### config.mk
export PLATFORM = sky130hd
export DESIGN_NAME = rbs_dp
export DESIGN_NICKNAME = d
export VERILOG_FILES = /design/src/design/rbs_pkg.sv /design/src/design/rbs_div.sv /design/src/design/rbs_dp.sv
export VERILOG_INCLUDE_DIRS = /design/src /design/src/design
export SDC_FILE = /design/constraint.sdc
export NUM_CORES = 1
export LEC_CHECK = 0
export BUFFER_PORTS_ARGS = -buffer_cell sky130_fd_sc_hd__buf_2
export CORE_AREA = 3 3 225 227
export DETAILED_ROUTE_END_ITERATION = 12
export DIE_AREA = 0 0 228 230
export PLACE_DENSITY = 0.83
export SYNTH_ARGS = -nofsm -noshare
export SYNTH_HDL_FRONTEND = slang
export SYNTH_SLANG_ARGS = --single-unit
### constraint.sdc
create_clock -name clk -period 6.68 [get_ports clk]
set_clock_uncertainty 0.15 [all_clocks]
set_input_delay 0.668 -clock clk [delete_from_list [all_inputs] [get_ports clk]]
set_output_delay 0.668 -clock clk [all_outputs]
set_load 0.05 [all_outputs]
### src/design/ray_box_slab_test_defines.svh
// ------------------------------------------------------------------------
// ray_box_slab_test_defines
// Assertion macros shared by the slab test modules. They expand to nothing
// when SYNTHESIS is defined.
// ------------------------------------------------------------------------
`ifndef RAY_BOX_SLAB_TEST_DEFINES_SVH
`define RAY_BOX_SLAB_TEST_DEFINES_SVH

`ifndef SYNTHESIS
// checked outside reset
`define RBS_ASSERT(name, prop, msg) \
	name: assert property (@(posedge clk) disable iff (!arst_n) prop) else $error(msg);
// checked at every edge, reset included
`define RBS_ASSERT_ALWAYS(name, prop, msg) \
	name: assert property (@(posedge clk) prop) else $error(msg);
`else
`define RBS_ASSERT(name, prop, msg)
`define RBS_ASSERT_ALWAYS(name, prop, msg)
`endif

`endif

### src/design/rbs_pkg.sv
// ------------------------------------------------------------------------
// rbs_pkg
// Request and result types, controller commands and time constants for
// the ray versus box slab test.
// ------------------------------------------------------------------------
`default_nettype none

package rbs_pkg;

	localparam logic signed [31:0] T_MAX = 32'sh7fff_ffff;
	localparam logic signed [31:0] T_MIN = 32'sh8000_0000;

	typedef struct packed {
		logic               first_axis;
		logic               last_axis;
		logic signed [31:0] axis_origin;
		logic signed [31:0] axis_direction;
		logic signed [31:0] slab_min;
		logic signed [31:0] slab_max;
		logic signed [31:0] start_t_min;
		logic signed [31:0] start_t_max;
	} ray_req_t;

	typedef struct packed {
		logic               still_hit;
		logic               done_res;
		logic signed [31:0] enter_time;
		logic signed [31:0] exit_time;
	} ray_res_t;

	typedef struct packed {
		logic load;       // capture request, seed interval
		logic prep;       // form slab minus origin
		logic sel;        // 0: slab_min, 1: slab_max
		logic div_start;
		logic save_t0;
		logic order;      // order entry and exit times
		logic narrow;     // update running interval
		logic finish;     // load result register
	} rbs_cmd_t;

	typedef struct packed {
		logic dir_zero;
		logic div_done;
	} rbs_sts_t;

endpackage

`default_nettype wire

### src/design/rbs_div.sv
// ------------------------------------------------------------------------
// rbs_div
// Serial restoring divider, one quotient bit a cycle. Divides
// num_mag * 2^FRAC_BITS by den_mag; quotients of 2^32 or more raise ovf.
// ------------------------------------------------------------------------
`default_nettype none
`include "ray_box_slab_test_defines.svh"

module rbs_div #(
	parameter int unsigned FRAC_BITS = 16
) (
	input  wire logic        clk,
	input  wire logic        arst_n,
	input  wire logic        start,
	input  wire logic [31:0] num_mag,
	input  wire logic [31:0] den_mag,
	output logic             busy,
	output logic             done,
	output logic [31:0]      quo,
	output logic             ovf
);

	localparam int unsigned STEPS = 32;
	localparam int unsigned CNT_W = $clog2(STEPS + 1);

	logic                 busy_q;
	logic                 done_q;
	logic [CNT_W-1:0]     cnt_q;
	logic [31:0]          rem_q;
	logic [31:0]          num_q;
	logic [31:0]          den_q;
	logic [31:0]          quo_q;
	logic                 ovf_q;
	logic [FRAC_BITS-1:0] num_top;
	logic [31:0]          top_ext;
	logic [32:0]          trial;

	// bits shifted above bit 31 form the starting remainder
	assign num_top = num_mag[31 -: FRAC_BITS];
	assign top_ext = 32'(num_top);
	assign trial   = {rem_q, num_q[31]} - {1'b0, den_q};

	always_ff @(posedge clk or negedge arst_n) begin
		if (!arst_n) begin
			busy_q <= 1'b0;
			done_q <= 1'b0;
			cnt_q  <= '0;
		end else begin
			done_q <= 1'b0;
			if (start) begin
				busy_q <= 1'b1;
				cnt_q  <= CNT_W'(STEPS);
			end else if (busy_q) begin
				cnt_q <= cnt_q - CNT_W'(1);
				if (cnt_q == CNT_W'(1)) begin
					busy_q <= 1'b0;
					done_q <= 1'b1;
				end
			end
		end
	end

	always_ff @(posedge clk) begin
		if (start) begin
			rem_q <= top_ext;
			num_q <= {num_mag[31-FRAC_BITS:0], {FRAC_BITS{1'b0}}};
			den_q <= den_mag;
			ovf_q <= (top_ext >= den_mag);
			quo_q <= '0;
		end else if (busy_q) begin
			num_q <= {num_q[30:0], 1'b0};
			if (!trial[32]) begin
				rem_q <= trial[31:0];
				quo_q <= {quo_q[30:0], 1'b1};
			end else begin
				rem_q <= {rem_q[30:0], num_q[31]};
				quo_q <= {quo_q[30:0], 1'b0};
			end
		end
	end

	assign busy = busy_q;
	assign done = done_q;
	assign quo  = quo_q;
	assign ovf  = ovf_q;

	`RBS_ASSERT(a_start_idle, start |-> !busy_q, "rbs_div: start while busy")
	`RBS_ASSERT(a_done_single, done_q |=> !done_q, "rbs_div: done held two cycles")
	`RBS_ASSERT_ALWAYS(a_done_not_busy, done_q |-> !busy_q, "rbs_div: done while busy")

endmodule

`default_nettype wire

### src/design/rbs_dp.sv
// ------------------------------------------------------------------------
// rbs_dp
// Slab test datapath: request register, running interval, slab times
// through the shared divider, ordering, narrowing and result register.
// ------------------------------------------------------------------------
`default_nettype none

module rbs_dp
	import rbs_pkg::*;
#(
	parameter int unsigned FRAC_BITS = 16
) (
	input  wire logic     clk,
	input  wire logic     arst_n,
	input  wire ray_req_t req,
	input  wire rbs_cmd_t cmd,
	output rbs_sts_t      sts,
	output ray_res_t      res
);

	ray_req_t           item_q;
	logic signed [31:0] run_lo_q;
	logic signed [31:0] run_hi_q;
	logic [32:0]        diff_q;
	logic               neg_q;
	logic signed [31:0] t0_q;
	logic signed [31:0] near_q;
	logic signed [31:0] far_q;
	ray_res_t           res_q;

	logic signed [31:0] slab;
	logic [32:0]        diff;
	logic [32:0]        diff_abs;
	logic [31:0]        dir_mag;
	logic [31:0]        div_quo;
	logic               div_ovf;
	logic               div_busy;
	logic               div_done;
	logic signed [31:0] t_cur;
	logic               org_in_slab;

	function automatic logic signed [31:0] sat_time(
		input logic [31:0] q,
		input logic        ovf,
		input logic        neg
	);
		logic signed [31:0] r;
		if (neg) begin
			if (ovf || (q[31] && (|q[30:0]))) r = T_MIN;
			else r = $signed(~q + 32'd1);
		end else begin
			if (ovf || q[31]) r = T_MAX;
			else r = $signed(q);
		end
		return r;
	endfunction

	assign slab     = cmd.sel ? item_q.slab_max : item_q.slab_min;
	assign diff     = {slab[31], slab} - {item_q.axis_origin[31], item_q.axis_origin};
	assign diff_abs = diff_q[32] ? (~diff_q + 33'd1) : diff_q;
	assign dir_mag  = item_q.axis_direction[31] ? (~item_q.axis_direction + 32'd1)
		: item_q.axis_direction;

	rbs_div #(
		.FRAC_BITS(FRAC_BITS)
	) u_div (
		.clk     (clk),
		.arst_n  (arst_n),
		.start   (cmd.div_start),
		.num_mag (diff_abs[31:0]),
		.den_mag (dir_mag),
		.busy    (div_busy),
		.done    (div_done),
		.quo     (div_quo),
		.ovf     (div_ovf)
	);

	assign t_cur       = sat_time(div_quo, div_ovf, neg_q);
	assign org_in_slab = (item_q.slab_min < item_q.axis_origin)
		&& (item_q.axis_origin < item_q.slab_max);

	// running interval is architectural state
	always_ff @(posedge clk or negedge arst_n) begin
		if (!arst_n) begin
			run_lo_q <= '0;
			run_hi_q <= '0;
		end else begin
			if (cmd.load) begin
				if (req.first_axis) begin
					run_lo_q <= req.start_t_min;
					run_hi_q <= req.start_t_max;
				end
			end else if (cmd.narrow) begin
				if (sts.dir_zero) begin
					// origin on or outside the slab empties the interval
					if (!org_in_slab) begin
						run_lo_q <= T_MAX;
						run_hi_q <= T_MIN;
					end
				end else begin
					if (near_q > run_lo_q) run_lo_q <= near_q;
					if (far_q < run_hi_q) run_hi_q <= far_q;
				end
			end
		end
	end

	always_ff @(posedge clk) begin
		if (cmd.load) item_q <= req;
		if (cmd.prep) begin
			diff_q <= diff;
			neg_q  <= diff[32] ^ item_q.axis_direction[31];
		end
		if (cmd.save_t0) t0_q <= t_cur;
		if (cmd.order) begin
			if (t0_q < t_cur) begin
				near_q <= t0_q;
				far_q  <= t_cur;
			end else begin
				near_q <= t_cur;
				far_q  <= t0_q;
			end
		end
		if (cmd.finish) begin
			res_q.still_hit  <= (run_hi_q > run_lo_q);
			res_q.done_res   <= item_q.last_axis;
			res_q.enter_time <= run_lo_q;
			res_q.exit_time  <= run_hi_q;
		end
	end

	assign sts = '{
		dir_zero: (item_q.axis_direction == 32'sd0),
		div_done: (div_done && !div_busy)
	};
	assign res = res_q;

endmodule

`default_nettype wire

==> results.json <==
{
  "route.met2.wl_um": 33800,
  "synth_ff_type": "edfxtp_1",
  "p_per_area_nw_per_um2": 406,
  "slew_headroom": 0.221,
  "r2r_cells": 17,
  "cts_root_buf": "clkbuf_16",
  "synth_area_leaders": "edfxtp_1, ha_1, dfrtp_1",
  "grt_max_degree": 81,
  "num_rows": 81,
  "placed_cells": 3551,
  "fin_crit_sh": 0.887,
  "async_flop_share": 0.141,
  "ys_seq_elements": 510,
  "setup_viol": 0,
  "cts_sinks": 510,
  "final_cell_mix": "edfxtp_1, ha_1, buf_2, inv_1, a21oi_1",
  "synth_fa_ha_area_frac": 0.116,
  "cts_buffers": 53,
  "overflow": 0,
  "fin_crit_ns": 5.92,
  "yosysTopAreaCell": "edfxtp_1",
  "max_cap_viol_count": 0,
  "topRoutingLayerUsed": "met4",
  "clockBufferDepth": 3,
  "netlist_area_um2": 29700,
  "rrSetupSlack_ns": 0.76,
  "r2r_start": "u_div.quo[6]",
  "first_global_vias": 21500,
  "reg2reg_to": "near_q[23]",
  "grt_usage": 0.250,
  "syn_nets": 3149,
  "setup-tns-final_ns": 0,
  "path_clk_slew_ns": 0.07,
  "initial_core_util": 0.607,
  "port_buffers": 271,
  "crit_arrival_ns": 6.12,
  "timing_worst_setup_path_type": "flop to flop",
  "area_delta_synth_final_pct": 12.7,
  "status": "finished clean",
  "ios": 272,
  "postSynthAreaPerCell_um2": 11.1,
  "synth_top_area_share": 0.395,
  "peakVddDrop_uv": 276,
  "vias_per_cell": 5.94,
  "timing.fmax_ghz": 0.169,
  "fin_cells": 3651,
  "rsz0062_at_grt": "no",
  "antenna_found_initial": 1,
  "grt_first_pass_wirelength_um": 108000,
  "worst_pin_slew_ns": 1.17,
  "synth_top_family_by_area": "compound AO/OA/AOI/OAI gates",
  "hold_path.class": "input pin to flop",
  "clock_latency_ns": 0.62,
  "seq_area_frac_synth": 0.488,
  "post_cts_resized": 0,
  "synthMuxAreaShare": 0.0826,
  "yosysWarnings": 0,
  "final_antenna_net_count": 0,
  "fill_cells": 3512,
  "hold_violations": 0,
  "drive_gt1_frac": 0.160,
  "cts_tree": "built",
  "layout_commonest_cell": "edfxtp_1",
  "finalMaxSlewViolations": 0,
  "synthXorXnorAreaFrac": 0.0342,
  "critPathCaptureType": "flop",
  "yosys.area_share.simple": 0.100,
  "htreeDepth": 2,
  "dpl.hpwl_um": 51000,
  "final_nets": 3422,
  "p_leak_nw": 14.9,
  "cp_max_fo": 18,
  "met1Wirelength_um": 27900,
  "synth_cell_types": 86,
  "synth_cells": 2670,
  "wl_um": 67300,
  "fp.dieH_um": 230,
  "dr.pass1.iters": 5,
  "cp.required_ns": 6.88,
  "synth_compound_area_frac": 0.132,
  "core_um2": 48800,
  "dieWidth_um": 228,
  "route.detailed.drc": 0,
  "timing.critical_path.to": "near_q[23]",
  "num_vias": 21700,
  "whs_ns": 0.0829,
  "place_congestion": 0.949,
  "dr_wl_met3_um": 3600,
  "synth_edf_count": 390,
  "antenna_cells": 0,
  "startpoint": "u_div.quo[6]",
  "dieArea_um2": 52400,
  "start_kind": "flop",
  "drt-initial-drc-count": 1751,
  "wl_per_cell_um": 18.4
}
-- cell usage after synthesis (14+ instances only) --
library cell and n:
nand4_1 40, edfxtp_1 390, o22ai_1 32, xor2_1 41, inv_1 245, and3_1 48
xnor2_1 75, clkbuf_1 61, nand3_1 26, nand2_1 116, o211ai_1 15, a21o_1 71
a21oi_1 205, dfxtp_1 48, nor3_1 36, o31ai_1 20, nor2_1 189, o21a_1 25
mux2_2 53, a31oi_1 14, nor4_1 16, mux2_1 49, o21ai_0 108, dfrtp_1 72
nor2b_1 21, ha_1 273, nand2b_1 22, mux2i_1 124, a211oi_1 30
-- state kept, by name (all words and copies together), names as in the netlist --
name	flops
item_q	129
res	66
u_div.done	1
u_div.busy	1
u_div.cnt_q	6
run_lo_q	32
u_div.rem_q	32
u_div.den_q	32
diff_q	33
u_div.ovf	1
near_q	32
u_div.num_q	16
run_hi_q	32
t0_q	32
neg_q	1
u_div.quo	32
far_q	32
-- cell families (layout without fill, tap and decap cells) --
kind of cell | Yosys count | after routing
DFF | 510 | 510
and+or+nand+nor | 592 | 592
buffers and inverters | 331 | 648
xor gates and xnor gates | 116 | 116
AOI/OAI and AO/OA | 616 | 616
adders and majority gates | 275 | 275
muxes | 230 | 230
-- layer usage --
metal	global-route usage	up-vias
met1	0.309	10400
met3	0.0361	131
met4	0.0817	0
li1	-	10400
met2	0.450	721
met5	0	-
-- stage by stage --
stage,utilization,setup slack (ns),power (mW),area [µm²]
2_1_floorplan,-,1.39,9.09,29700
4_1_cts,0.685,0.769,13.6,33400
3_3_place_gp,0.648,0.959,10.2,31700
3_5_place_dp,0.648,0.820,10.6,31700
6_report,0.685,0.757,13.6,33400
5_1_grt,0.685,0.564,14.4,33400
-- what timing repair did --
action,in CTS,in global routing
setup buffers,0,0
hold endpoints to repair,18,0
setup endpoints to repair,0,0
hold buffers,1,0
-- how the worst min path moves through the flow --
stage | start | endpoint | slack (ns) | cells after the start
after CTS | req[72] | item_q[72] | 0.05 | 1
after global routing | req[73] | item_q[73] | 0.05 | 1
after detailed placement | item_q[192] | res[64] | 0.27 | 0
final | req[72] | item_q[72] | 0.08 | 1
after floorplan | arst_n | run_hi_q[0] | 0.22 | 0
after global placement | item_q[192] | res[64] | 0.26 | 0
-- worst max-delay path, stage by stage (launching register included) --
cell	delay, ns
dfxtp_1	0.39
nor4_1	0.45
nand2_1	0.16
or4_1	0.62
or4_1	0.54
or2_2	0.34
nor3_1	0.19
xnor2_1	0.14
o21ai_1	0.13
ha_1	0.45
nand4_1	0.12
nor2_1	0.24
nand4_1	0.18
o41ai_1	0.49
nor3_2	0.15
xnor2_2	0.23
buf_4	0.31
mux2_1	0.37
-- where the power goes --
group	switching (mW)	internal [mW]	leakage (nW)	total, mW
Sequential	0.569	4.49	5.10	5.06
Combinational	3.24	2.31	8.93	5.55
Clock	1.28	1.69	0.867	2.98
Total	5.09	8.50	14.9	13.6
-- cell type report --
cell class                      count  area, µm²  share of cell area
Sequential cell                   510      14500               0.433
Inverter                          246        923              0.0276
Tap cell                          664        831              0.0248
Clock inverter                     41        395              0.0118
Clock buffer                       58       1370              0.0408
Multi-Input combinational cell   1829      13800               0.414
Timing Repair Buffer              303       1620              0.0485
Power figures use the tool's default switching activity.
